[config.mk]
export PLATFORM = sky130hd
export DESIGN_NAME = delaunay_neighbor_filter
export DESIGN_NICKNAME = d
export VERILOG_FILES = /design/src/dnf_pkg.sv /design/src/dnf_ram.sv /design/src/dnf_geom.sv /design/src/delaunay_neighbor_filter.sv
export SDC_FILE = /design/constraint.sdc
export NUM_CORES = 2
export LEC_CHECK = 0
export BUFFER_PORTS_ARGS = -buffer_cell sky130_fd_sc_hd__buf_2
export CAP_MARGIN = 0
export CORE_MARGIN = 2
export CORE_UTILIZATION = 40
export DETAILED_ROUTE_END_ITERATION = 8
export PLACE_DENSITY = 0.59
export SLEW_MARGIN = 20
export SYNTH_ARGS = -nofsm -noshare
export SYNTH_HDL_FRONTEND = slang
export SYNTH_SLANG_ARGS = --single-unit
[constraint.sdc]
create_clock -name clk -period 91.4 [get_ports clk]
set_input_delay 18.28 -clock clk [delete_from_list [all_inputs] [get_ports clk]]
set_output_delay 18.28 -clock clk [all_outputs]
set_load 0.02 [all_outputs]
[src/dnf_pkg.sv]
`timescale 1ns / 1ps
// ----------------------------------------------------------------------------
// dnf_pkg
// Shared types, widths, and the multiply-accumulate program for the
// delaunay neighbor filter.
// ----------------------------------------------------------------------------
package dnf_pkg;

  // default capacity of the candidate store
  localparam int NEIGHBORS_DEF = 16;

  // arithmetic widths
  localparam int COORD_W = 24;
  localparam int DIFF_W  = COORD_W + 1;
  localparam int LIMB_W  = 25;
  localparam int OPND_W  = 26;
  localparam int PROD_W  = 2 * OPND_W;
  localparam int SQ_W    = 2 * LIMB_W;
  localparam int CR_W    = 2 * LIMB_W + 1;
  localparam int ACC_W   = 104;
  localparam int IDX_OUT_W = 4;

  // input item
  typedef struct packed {
    logic                      req_type;
    logic signed [COORD_W-1:0] coord_x;
    logic signed [COORD_W-1:0] coord_y;
    logic                      final_point;
  } in_item_t;

  // result item
  typedef struct packed {
    logic [IDX_OUT_W-1:0] candidate_index;
    logic                 is_neighbor;
    logic                 last_result;
  } out_item_t;

  // one stored point
  typedef struct packed {
    logic signed [COORD_W-1:0] x;
    logic signed [COORD_W-1:0] y;
  } point_t;

  // request kinds
  localparam logic REQ_CENTER = 1'b0;
  localparam logic REQ_CAND   = 1'b1;

  // geometry unit handshake
  typedef struct packed {
    logic start;
    logic circ;
  } geom_req_t;

  typedef struct packed {
    logic done;
    logic hit;
  } geom_rsp_t;

  // operand source codes
  localparam int NUM_SRC = 22;
  localparam logic [4:0] SRC_X1  = 5'd0;
  localparam logic [4:0] SRC_Y1  = 5'd1;
  localparam logic [4:0] SRC_X2  = 5'd2;
  localparam logic [4:0] SRC_Y2  = 5'd3;
  localparam logic [4:0] SRC_X3  = 5'd4;
  localparam logic [4:0] SRC_Y3  = 5'd5;
  localparam logic [4:0] SRC_OX1 = 5'd6;
  localparam logic [4:0] SRC_OY1 = 5'd7;
  localparam logic [4:0] SRC_OX2 = 5'd8;
  localparam logic [4:0] SRC_OY2 = 5'd9;
  localparam logic [4:0] SRC_W1L = 5'd10;
  localparam logic [4:0] SRC_W1H = 5'd11;
  localparam logic [4:0] SRC_W2L = 5'd12;
  localparam logic [4:0] SRC_W2H = 5'd13;
  localparam logic [4:0] SRC_W3L = 5'd14;
  localparam logic [4:0] SRC_W3H = 5'd15;
  localparam logic [4:0] SRC_C1L = 5'd16;
  localparam logic [4:0] SRC_C1H = 5'd17;
  localparam logic [4:0] SRC_C2L = 5'd18;
  localparam logic [4:0] SRC_C2H = 5'd19;
  localparam logic [4:0] SRC_C3L = 5'd20;
  localparam logic [4:0] SRC_C3H = 5'd21;

  // accumulator shift codes
  localparam logic [1:0] SH_0  = 2'd0;
  localparam logic [1:0] SH_25 = 2'd1;
  localparam logic [1:0] SH_50 = 2'd2;

  // accumulator destination codes
  localparam logic [3:0] DST_NONE   = 4'd0;
  localparam logic [3:0] DST_ORIENT = 4'd1;
  localparam logic [3:0] DST_W1     = 4'd2;
  localparam logic [3:0] DST_W2     = 4'd3;
  localparam logic [3:0] DST_W3     = 4'd4;
  localparam logic [3:0] DST_C1     = 4'd5;
  localparam logic [3:0] DST_C2     = 4'd6;
  localparam logic [3:0] DST_C3     = 4'd7;
  localparam logic [3:0] DST_FINAL  = 4'd8;

  typedef struct packed {
    logic [4:0] asel;
    logic [4:0] bsel;
    logic       neg;
    logic [1:0] sh;
    logic       clr;
    logic [3:0] dst;
  } mac_op_t;

  // program entry points
  localparam int PC_W = 5;
  localparam logic [PC_W-1:0] PC_CIRC = 5'd0;
  localparam logic [PC_W-1:0] PC_DIAM = 5'd26;

  // circumcircle program (orient, squares, cross terms, limbed determinant)
  // followed by the two-step diameter dot product
  function automatic mac_op_t mac_op(input logic [PC_W-1:0] pc);
    mac_op_t op;
    case (pc)
      5'd0:  op = '{SRC_OX1, SRC_OY2, 1'b0, SH_0,  1'b1, DST_NONE};
      5'd1:  op = '{SRC_OY1, SRC_OX2, 1'b1, SH_0,  1'b0, DST_ORIENT};
      5'd2:  op = '{SRC_X1,  SRC_X1,  1'b0, SH_0,  1'b1, DST_NONE};
      5'd3:  op = '{SRC_Y1,  SRC_Y1,  1'b0, SH_0,  1'b0, DST_W1};
      5'd4:  op = '{SRC_X2,  SRC_X2,  1'b0, SH_0,  1'b1, DST_NONE};
      5'd5:  op = '{SRC_Y2,  SRC_Y2,  1'b0, SH_0,  1'b0, DST_W2};
      5'd6:  op = '{SRC_X3,  SRC_X3,  1'b0, SH_0,  1'b1, DST_NONE};
      5'd7:  op = '{SRC_Y3,  SRC_Y3,  1'b0, SH_0,  1'b0, DST_W3};
      5'd8:  op = '{SRC_X2,  SRC_Y3,  1'b0, SH_0,  1'b1, DST_NONE};
      5'd9:  op = '{SRC_X3,  SRC_Y2,  1'b1, SH_0,  1'b0, DST_C1};
      5'd10: op = '{SRC_X3,  SRC_Y1,  1'b0, SH_0,  1'b1, DST_NONE};
      5'd11: op = '{SRC_X1,  SRC_Y3,  1'b1, SH_0,  1'b0, DST_C2};
      5'd12: op = '{SRC_X1,  SRC_Y2,  1'b0, SH_0,  1'b1, DST_NONE};
      5'd13: op = '{SRC_X2,  SRC_Y1,  1'b1, SH_0,  1'b0, DST_C3};
      5'd14: op = '{SRC_W1H, SRC_C1H, 1'b0, SH_50, 1'b1, DST_NONE};
      5'd15: op = '{SRC_W1H, SRC_C1L, 1'b0, SH_25, 1'b0, DST_NONE};
      5'd16: op = '{SRC_W1L, SRC_C1H, 1'b0, SH_25, 1'b0, DST_NONE};
      5'd17: op = '{SRC_W1L, SRC_C1L, 1'b0, SH_0,  1'b0, DST_NONE};
      5'd18: op = '{SRC_W2H, SRC_C2H, 1'b0, SH_50, 1'b0, DST_NONE};
      5'd19: op = '{SRC_W2H, SRC_C2L, 1'b0, SH_25, 1'b0, DST_NONE};
      5'd20: op = '{SRC_W2L, SRC_C2H, 1'b0, SH_25, 1'b0, DST_NONE};
      5'd21: op = '{SRC_W2L, SRC_C2L, 1'b0, SH_0,  1'b0, DST_NONE};
      5'd22: op = '{SRC_W3H, SRC_C3H, 1'b0, SH_50, 1'b0, DST_NONE};
      5'd23: op = '{SRC_W3H, SRC_C3L, 1'b0, SH_25, 1'b0, DST_NONE};
      5'd24: op = '{SRC_W3L, SRC_C3H, 1'b0, SH_25, 1'b0, DST_NONE};
      5'd25: op = '{SRC_W3L, SRC_C3L, 1'b0, SH_0,  1'b0, DST_FINAL};
      5'd26: op = '{SRC_X1,  SRC_X2,  1'b0, SH_0,  1'b1, DST_NONE};
      5'd27: op = '{SRC_Y1,  SRC_Y2,  1'b0, SH_0,  1'b0, DST_FINAL};
      default: op = '{SRC_X1, SRC_X1, 1'b0, SH_0, 1'b1, DST_FINAL};
    endcase
    return op;
  endfunction

endpackage

[src/dnf_ram.sv]
`timescale 1ns / 1ps
// ----------------------------------------------------------------------------
// dnf_ram
// Generic single-write, single-read RAM with a registered read port.
// ----------------------------------------------------------------------------
module dnf_ram #(
  parameter int WIDTH = 48,
  parameter int DEPTH = 16
) (
  input  logic                     clk,
  input  logic                     we,
  input  logic [$clog2(DEPTH)-1:0] waddr,
  input  logic [WIDTH-1:0]         wdata,
  input  logic [$clog2(DEPTH)-1:0] raddr,
  output logic [WIDTH-1:0]         rdata
);

  logic [WIDTH-1:0] mem [DEPTH];

  // write port
  always_ff @(posedge clk) begin
    if (we) begin
      mem[waddr] <= wdata;
    end
  end

  // registered read port
  always_ff @(posedge clk) begin
    rdata <= mem[raddr];
  end

endmodule

[src/dnf_geom.sv]
`timescale 1ns / 1ps
// ----------------------------------------------------------------------------
// dnf_geom
// Exact point-in-circle tests on a shared 26x26 multiply-accumulate unit:
// diameter dot product and the 3x3 incircle determinant.
// ----------------------------------------------------------------------------
module dnf_geom (
  input  logic               clk,
  input  logic               rst_n,
  input  dnf_pkg::geom_req_t req,
  input  dnf_pkg::point_t    c,
  input  dnf_pkg::point_t    v,
  input  dnf_pkg::point_t    b,
  input  dnf_pkg::point_t    p,
  output dnf_pkg::geom_rsp_t rsp
);
  import dnf_pkg::*;

  localparam logic [1:0] G_IDLE = 2'd0;
  localparam logic [1:0] G_MUL  = 2'd1;
  localparam logic [1:0] G_ACC  = 2'd2;

  logic [1:0]      state_r;
  logic [PC_W-1:0] pc_r;
  logic            circ_r;
  logic            done_r;
  logic            hit_r;

  logic signed [DIFF_W-1:0] x1_r, y1_r, x2_r, y2_r, x3_r, y3_r;
  logic signed [DIFF_W-1:0] ox1_r, oy1_r, ox2_r, oy2_r;
  logic [SQ_W-1:0]          w1_r, w2_r, w3_r;
  logic signed [CR_W-1:0]   c1_r, c2_r, c3_r;
  logic signed [PROD_W-1:0] prod_r;
  logic signed [ACC_W-1:0]  acc_r;
  logic                     oneg_r;
  logic                     ozero_r;

  mac_op_t                  op;
  logic signed [OPND_W-1:0] src [NUM_SRC];
  logic signed [OPND_W-1:0] opa, opb;
  logic signed [ACC_W-1:0]  ext, shifted, acc_nxt;
  logic                     res;

  // sign-extended coordinate difference
  function automatic logic signed [DIFF_W-1:0] sub_c(
    input logic signed [COORD_W-1:0] a,
    input logic signed [COORD_W-1:0] z
  );
    return $signed({a[COORD_W-1], a}) - $signed({z[COORD_W-1], z});
  endfunction

  assign op = mac_op(pc_r);

  // operand sources: differences, then low and high limbs of squares and crosses
  assign src[SRC_X1]  = {x1_r[DIFF_W-1], x1_r};
  assign src[SRC_Y1]  = {y1_r[DIFF_W-1], y1_r};
  assign src[SRC_X2]  = {x2_r[DIFF_W-1], x2_r};
  assign src[SRC_Y2]  = {y2_r[DIFF_W-1], y2_r};
  assign src[SRC_X3]  = {x3_r[DIFF_W-1], x3_r};
  assign src[SRC_Y3]  = {y3_r[DIFF_W-1], y3_r};
  assign src[SRC_OX1] = {ox1_r[DIFF_W-1], ox1_r};
  assign src[SRC_OY1] = {oy1_r[DIFF_W-1], oy1_r};
  assign src[SRC_OX2] = {ox2_r[DIFF_W-1], ox2_r};
  assign src[SRC_OY2] = {oy2_r[DIFF_W-1], oy2_r};
  assign src[SRC_W1L] = {1'b0, w1_r[LIMB_W-1:0]};
  assign src[SRC_W1H] = {1'b0, w1_r[SQ_W-1:LIMB_W]};
  assign src[SRC_W2L] = {1'b0, w2_r[LIMB_W-1:0]};
  assign src[SRC_W2H] = {1'b0, w2_r[SQ_W-1:LIMB_W]};
  assign src[SRC_W3L] = {1'b0, w3_r[LIMB_W-1:0]};
  assign src[SRC_W3H] = {1'b0, w3_r[SQ_W-1:LIMB_W]};
  assign src[SRC_C1L] = {1'b0, c1_r[LIMB_W-1:0]};
  assign src[SRC_C1H] = c1_r[CR_W-1:LIMB_W];
  assign src[SRC_C2L] = {1'b0, c2_r[LIMB_W-1:0]};
  assign src[SRC_C2H] = c2_r[CR_W-1:LIMB_W];
  assign src[SRC_C3L] = {1'b0, c3_r[LIMB_W-1:0]};
  assign src[SRC_C3H] = c3_r[CR_W-1:LIMB_W];

  // operand select
  always_comb begin
    opa = '0;
    opb = '0;
    if (op.asel < 5'(NUM_SRC)) begin
      opa = src[op.asel];
    end
    if (op.bsel < 5'(NUM_SRC)) begin
      opb = src[op.bsel];
    end
  end

  // accumulate with limb shift
  always_comb begin
    ext = ACC_W'(prod_r);
    case (op.sh)
      SH_0:    shifted = ext;
      SH_25:   shifted = ext <<< LIMB_W;
      SH_50:   shifted = ext <<< (2 * LIMB_W);
      default: shifted = ext;
    endcase
    acc_nxt = (op.clr ? '0 : acc_r) + (op.neg ? -shifted : shifted);
  end

  // final decision: diameter wants a negative dot, circle the oriented sign
  always_comb begin
    if (!circ_r) begin
      res = acc_nxt[ACC_W-1];
    end else begin
      res = !ozero_r && (acc_nxt != '0) &&
            (oneg_r ? acc_nxt[ACC_W-1] : !acc_nxt[ACC_W-1]);
    end
  end

  // sequencer
  always_ff @(posedge clk) begin
    if (!rst_n) begin
      state_r <= G_IDLE;
      done_r  <= 1'b0;
      hit_r   <= 1'b0;
    end else begin
      done_r <= 1'b0;
      case (state_r)
        G_IDLE: begin
          if (req.start) begin
            circ_r  <= req.circ;
            state_r <= G_MUL;
            if (req.circ) begin
              pc_r  <= PC_CIRC;
              x1_r  <= sub_c(c.x, p.x);
              y1_r  <= sub_c(c.y, p.y);
              x2_r  <= sub_c(v.x, p.x);
              y2_r  <= sub_c(v.y, p.y);
            end else begin
              pc_r  <= PC_DIAM;
              x1_r  <= sub_c(p.x, c.x);
              y1_r  <= sub_c(p.y, c.y);
              x2_r  <= sub_c(p.x, v.x);
              y2_r  <= sub_c(p.y, v.y);
            end
            x3_r  <= sub_c(b.x, p.x);
            y3_r  <= sub_c(b.y, p.y);
            ox1_r <= sub_c(v.x, c.x);
            oy1_r <= sub_c(v.y, c.y);
            ox2_r <= sub_c(b.x, c.x);
            oy2_r <= sub_c(b.y, c.y);
          end
        end
        G_MUL: begin
          prod_r  <= opa * opb;
          state_r <= G_ACC;
        end
        G_ACC: begin
          acc_r <= acc_nxt;
          case (op.dst)
            DST_ORIENT: begin
              oneg_r  <= acc_nxt[ACC_W-1];
              ozero_r <= (acc_nxt == '0);
            end
            DST_W1:  w1_r <= acc_nxt[SQ_W-1:0];
            DST_W2:  w2_r <= acc_nxt[SQ_W-1:0];
            DST_W3:  w3_r <= acc_nxt[SQ_W-1:0];
            DST_C1:  c1_r <= acc_nxt[CR_W-1:0];
            DST_C2:  c2_r <= acc_nxt[CR_W-1:0];
            DST_C3:  c3_r <= acc_nxt[CR_W-1:0];
            default: ;
          endcase
          if (op.dst == DST_FINAL) begin
            done_r  <= 1'b1;
            hit_r   <= res;
            state_r <= G_IDLE;
          end else begin
            pc_r    <= pc_r + PC_W'(1);
            state_r <= G_MUL;
          end
        end
        default: state_r <= G_IDLE;
      endcase
    end
  end

  assign rsp.done = done_r;
  assign rsp.hit  = hit_r;

endmodule

[src/delaunay_neighbor_filter.sv]
`timescale 1ns / 1ps
// ----------------------------------------------------------------------------
// delaunay_neighbor_filter
// Loads a center and candidate points, then reports per candidate whether it
// is a delaunay neighbor of the center, using exact integer circle tests.
// ----------------------------------------------------------------------------
// A center or candidate item is taken while busy is low. The item marked
// final_point then keeps busy high while the stored n candidates are
// evaluated; results come out in load order, one strobe per candidate, and
// last_result marks the final one, with busy low from that cycle on.
// Evaluation runs on the shared 26x26 multiply-accumulate unit, one product
// at a time: per candidate, a diameter test against each other candidate,
// plus for each objector an incircle determinant per third point, stopping
// at the first point found inside. Results are strobed for one cycle and
// cannot be held off.
module delaunay_neighbor_filter #(
  parameter int NEIGHBORS = dnf_pkg::NEIGHBORS_DEF
) (
  input  logic               clk,
  input  logic               rst_n,
  input  logic               start,
  output logic               busy,
  input  dnf_pkg::in_item_t  in_item,
  output logic               out_valid,
  output dnf_pkg::out_item_t out_item
);
  import dnf_pkg::*;

  localparam int CNT_W = $clog2(NEIGHBORS + 1);
  localparam int IDX_W = $clog2(NEIGHBORS);

  localparam logic [3:0] S_IDLE  = 4'd0;
  localparam logic [3:0] S_VRD   = 4'd1;
  localparam logic [3:0] S_VLD   = 4'd2;
  localparam logic [3:0] S_BCHK  = 4'd3;
  localparam logic [3:0] S_BLD   = 4'd4;
  localparam logic [3:0] S_BWAIT = 4'd5;
  localparam logic [3:0] S_PCHK  = 4'd6;
  localparam logic [3:0] S_PLD   = 4'd7;
  localparam logic [3:0] S_PWAIT = 4'd8;
  localparam logic [3:0] S_EMIT  = 4'd9;

  logic [3:0]       state_r, state_nxt;
  logic [CNT_W-1:0] count_r, count_nxt;
  logic [CNT_W-1:0] v_r, v_nxt;
  logic [CNT_W-1:0] bi_r, bi_nxt;
  logic [CNT_W-1:0] pi_r, pi_nxt;
  point_t           center_r, center_nxt;
  point_t           vpt_r, vpt_nxt;
  point_t           bpt_r, bpt_nxt;
  logic             reject_r, reject_nxt;
  logic             out_valid_r, out_valid_nxt;
  out_item_t        out_item_r, out_item_nxt;

  logic             ram_we;
  logic [IDX_W-1:0] ram_raddr;
  point_t           ram_rdata;
  point_t           in_pt;
  logic             can_store;
  logic             last_v;
  geom_req_t        greq;
  geom_rsp_t        grsp;

  assign in_pt.x   = in_item.coord_x;
  assign in_pt.y   = in_item.coord_y;
  assign can_store = (count_r < CNT_W'(NEIGHBORS)) && (in_pt != center_r);
  assign last_v    = ((v_r + CNT_W'(1)) == count_r);

  // candidate store
  dnf_ram #(
    .WIDTH ($bits(point_t)),
    .DEPTH (NEIGHBORS)
  ) u_store (
    .clk   (clk),
    .we    (ram_we),
    .waddr (count_r[IDX_W-1:0]),
    .wdata (in_pt),
    .raddr (ram_raddr),
    .rdata (ram_rdata)
  );

  // circle tests
  dnf_geom u_geom (
    .clk   (clk),
    .rst_n (rst_n),
    .req   (greq),
    .c     (center_r),
    .v     (vpt_r),
    .b     (bpt_r),
    .p     (ram_rdata),
    .rsp   (grsp)
  );

  // read address follows the loop that needs the next point
  always_comb begin
    case (state_r)
      S_VRD:   ram_raddr = v_r[IDX_W-1:0];
      S_BCHK:  ram_raddr = bi_r[IDX_W-1:0];
      default: ram_raddr = pi_r[IDX_W-1:0];
    endcase
  end

  // loading and triple walk
  always_comb begin
    state_nxt     = state_r;
    count_nxt     = count_r;
    v_nxt         = v_r;
    bi_nxt        = bi_r;
    pi_nxt        = pi_r;
    center_nxt    = center_r;
    vpt_nxt       = vpt_r;
    bpt_nxt       = bpt_r;
    reject_nxt    = reject_r;
    out_valid_nxt = 1'b0;
    out_item_nxt  = out_item_r;
    ram_we        = 1'b0;
    greq          = '0;
    case (state_r)
      S_IDLE: begin
        if (start) begin
          if (in_item.req_type == REQ_CENTER) begin
            center_nxt = in_pt;
            count_nxt  = '0;
          end else begin
            if (can_store) begin
              ram_we    = 1'b1;
              count_nxt = count_r + CNT_W'(1);
            end
            if (in_item.final_point && (count_nxt != '0)) begin
              v_nxt     = '0;
              state_nxt = S_VRD;
            end
          end
        end
      end
      S_VRD: state_nxt = S_VLD;
      S_VLD: begin
        vpt_nxt    = ram_rdata;
        bi_nxt     = '0;
        reject_nxt = 1'b0;
        state_nxt  = S_BCHK;
      end
      S_BCHK: begin
        if (bi_r == count_r) begin
          state_nxt = S_EMIT;
        end else if (bi_r == v_r) begin
          bi_nxt = bi_r + CNT_W'(1);
        end else begin
          state_nxt = S_BLD;
        end
      end
      S_BLD: begin
        bpt_nxt    = ram_rdata;
        greq.start = 1'b1;
        greq.circ  = 1'b0;
        state_nxt  = S_BWAIT;
      end
      S_BWAIT: begin
        if (grsp.done) begin
          if (grsp.hit) begin
            pi_nxt    = '0;
            state_nxt = S_PCHK;
          end else begin
            bi_nxt    = bi_r + CNT_W'(1);
            state_nxt = S_BCHK;
          end
        end
      end
      S_PCHK: begin
        if (pi_r == count_r) begin
          bi_nxt    = bi_r + CNT_W'(1);
          state_nxt = S_BCHK;
        end else if ((pi_r == v_r) || (pi_r == bi_r)) begin
          pi_nxt = pi_r + CNT_W'(1);
        end else begin
          state_nxt = S_PLD;
        end
      end
      S_PLD: begin
        greq.start = 1'b1;
        greq.circ  = 1'b1;
        state_nxt  = S_PWAIT;
      end
      S_PWAIT: begin
        if (grsp.done) begin
          if (grsp.hit) begin
            reject_nxt = 1'b1;
            state_nxt  = S_EMIT;
          end else begin
            pi_nxt    = pi_r + CNT_W'(1);
            state_nxt = S_PCHK;
          end
        end
      end
      S_EMIT: begin
        out_valid_nxt                = 1'b1;
        out_item_nxt.candidate_index = IDX_OUT_W'(v_r);
        out_item_nxt.is_neighbor     = !reject_r;
        out_item_nxt.last_result     = last_v;
        if (last_v) begin
          count_nxt = '0;
          state_nxt = S_IDLE;
        end else begin
          v_nxt     = v_r + CNT_W'(1);
          state_nxt = S_VRD;
        end
      end
      default: state_nxt = S_IDLE;
    endcase
  end

  // control registers
  always_ff @(posedge clk) begin
    if (!rst_n) begin
      state_r     <= S_IDLE;
      count_r     <= '0;
      center_r    <= '0;
      out_valid_r <= 1'b0;
    end else begin
      state_r     <= state_nxt;
      count_r     <= count_nxt;
      center_r    <= center_nxt;
      out_valid_r <= out_valid_nxt;
    end
  end

  // payload registers
  always_ff @(posedge clk) begin
    v_r        <= v_nxt;
    bi_r       <= bi_nxt;
    pi_r       <= pi_nxt;
    vpt_r      <= vpt_nxt;
    bpt_r      <= bpt_nxt;
    reject_r   <= reject_nxt;
    out_item_r <= out_item_nxt;
  end

  assign busy      = (state_r != S_IDLE);
  assign out_valid = out_valid_r;
  assign out_item  = out_item_r;

endmodule

==> results.tsv <==
metric	value	unit
Slew @ Worst Pin	1.27	ns
top cell type by total area after synthesis	edfxtp_1	
critical path arrival	22.40	ns
FFs w/ async S/R, synth	0	%
global-route wire length before repair	538000	µm
EDFF count, synth	1603	
Vias/cell	5.75	
Cell variety after synth	105	
Most used DFF post-synth	edfxtp_1	
mux contribution to synthesized area	10.1	%
largest family of logic cells by synthesized area	adder cells	
GRT Residual Overflow	0	
Num CTS Buffers	195	
Worst setup EP type	flip-flop	
Yosys top cell area share	41.0	%
final setup vio count	0	
die height	546	µm
DRC Markers	0	
Critical Path Source Type	primary input	
Port-buffer cells	60	
vias in the first global route	80300	
Gate Count Post-Synth	9883	
relative slew slack	14.8	%
Hold/Removal Path Class	reg2reg	
Layout area overhead	9.75	%
I/O Pins	61	
fmax	45.7	MHz
Post-Syn Nets	11300	
max-cap violation count	0	
nets	11200	
run status	complete, no violations	
unrepaired setup endpoints after global routing	false	
Post-Route Setup TNS	0	ns
mapped cell area	117000	µm²
Initial Utilization	40.3	%
Hold Violations, Final	0	
initial antenna violation count	46	
commonest cells after routing, fill and taps aside	edfxtp_1, inv_1, nand2_1	
Final Cycle Share	24.0	%
WP data required	91.89	ns
largest fanout on the critical path	18	
die area	298000	µm²
CTS sink cnt	1729	
GP Congestion	0.937	
synthesized area per cell	11.9	µm²
CTS tree	done	
Setup CP Type	in2reg	
sequential area share after synthesis	43.1	%
Yosys warning count	0	
XOR/XNOR Fraction of Synth Area	3.73	%
worst skew pair latency	0.94	ns
Synth Area in Simple Gates	10.5	%
clk buf depth	4	
cts hold-fix bufs	0	
DR pass1 iterations	8	
Clock Pin Slew Worst Setup and Hold Paths	0.06	ns
row count	198	
H-tree Lvls	4	
leading cell type in the layout, fill and taps excluded	edfxtp_1	
top post-synthesis cells by area	edfxtp_1, fa_1, mux4_2	
skew final	0.151	ns
postcts setup bufs	0	
total track usage	24.2	%
Post-CTS Resized	0	
CTS Root Buffer Type	clkbuf_16	
final max-slew violation count	0	
#FFs+latches synth	1729	
ANT nets after route	0	
DPL Wire Length	263000	µm
Core Area	292000	µm²
largest net degree at the start of global routing	166	
Via Count	79800	
adder-cell share of the synthesized area	18.8	%
drt initial violations	7898	
Compound-Gate Fraction of Synth Area	8.85	%
Die W	546	µm
Fillers	26600	
min cycle time layout	21.91	ns
Routed WL per cell	26.4	µm
Total Wirelength	366000	µm
share of layout cells above drive strength 1	11.7	%
## layer usage
layer  part of all wire, %  GRT usage, %
met1                    42          33.3
met2                    46          38.7
met3                   7.9          4.69
met4                   3.3          7.04
met5                 0.047             0
## path summary, 6_finish.rpt
check                                 startpoint                end  slack [ns]  depth (start not counted)
worst max-delay path                 in_item[27]            pi_r[2]       69.49                         13
worst max register to register      u_geom.op[8]  u_geom.prod_r[50]       78.52                         35
worst min register to register  u_store.rdata[4]           bpt_r[4]        0.50                          0
worst min-delay path            u_store.rdata[4]           bpt_r[4]        0.50                          0
## state kept, by name, indices dropped and copies added, names as in the netlist, 48 cells and up
signal and count:
u_store.rdata 48, u_geom.w1_r 50, u_geom.c3_r 51, u_geom.w3_r 50
u_geom.w2_r 50, vpt_r 48, u_geom.prod_r 52, u_geom.c1_r 51
u_geom.c2_r 51, bpt_r 48, u_store.mem 768, center_r 48
u_geom.acc_r 104
## critical path: stages
cell	delay (ns)
buf_2	0.20
xnor2_1	0.49
nand4_1	0.30
nor4_1	0.88
a31oi_1	0.51
nand2_1	0.23
inv_1	0.08
and3_1	0.16
o221ai_1	0.16
a41oi_1	0.23
nor4_1	0.39
a21oi_1	0.07
nor2_1	0.39
## cells in the mapped netlist (44+ instances only)
| cell | instances |
|---|---|
| nor3_1 | 114 |
| nor2b_1 | 367 |
| fa_1 | 726 |
| nand4_1 | 80 |
| o31ai_1 | 48 |
| a21o_1 | 132 |
| xor2_1 | 169 |
| nand3_1 | 98 |
| o21ai_0 | 343 |
| edfxtp_1 | 1603 |
| or2_2 | 44 |
| o21a_1 | 51 |
| o21bai_1 | 44 |
| and2_1 | 114 |
| inv_1 | 1042 |
| a21boi_0 | 47 |
| dfxtp_1 | 126 |
| mux4_2 | 462 |
| a21oi_1 | 510 |
| nor2_1 | 510 |
| a211oi_1 | 94 |
| mux2i_1 | 108 |
| xnor2_1 | 330 |
| or3_1 | 48 |
| clkbuf_1 | 376 |
| ha_1 | 605 |
| buf_1 | 79 |
| nand2_1 | 966 |
| nand2b_1 | 61 |
## area by class of cell
type	instances	area, µm²	share of cell area [%]
multi-input cells	6628	61500	47.7
flip-flops and latches	1729	50700	39.3
clock buffers	235	5140	3.99
well taps	3900	4880	3.78
inverters	1049	3940	3.06
repair buffers	206	1420	1.10
clock inverters	113	1270	0.987
diodes	17	42.5	0.0330
## cells by family (layout without fill, tap and decap cells)
kind of cell | after synthesis | in the layout
AND/OR/NAND/NOR | 2564 | 2564
flip-flops | 1729 | 1729
AO/OA/AOI/OAI | 1630 | 1630
buffers and inverters | 1526 | 1603
adder cells (fa/ha/maj) | 1331 | 1331
multiplexers | 603 | 603
XOR/XNOR | 500 | 500
other | 0 | 17
## metrics by stage
stage | hold WS, ns | instances | setup WS [ns] | area (µm²) | util (%)
floorplan | 0.424 | 9883 | 48.19 | 117000 | -
global placement | 0.511 | 13500 | 68.55 | 122000 | 42.0
detailed placement | 0.525 | 13500 | 68.47 | 122000 | 42.0
CTS | 0.487 | 13900 | 69.37 | 129000 | 44.2
global route | 0.514 | 13900 | 69.23 | 129000 | 44.2
finish | 0.501 | 13900 | 69.49 | 129000 | 44.2
Power is left out: the tool's default activity adds up to more than one toggle a clock period on the data nets, which glitch-free logic cannot reach.
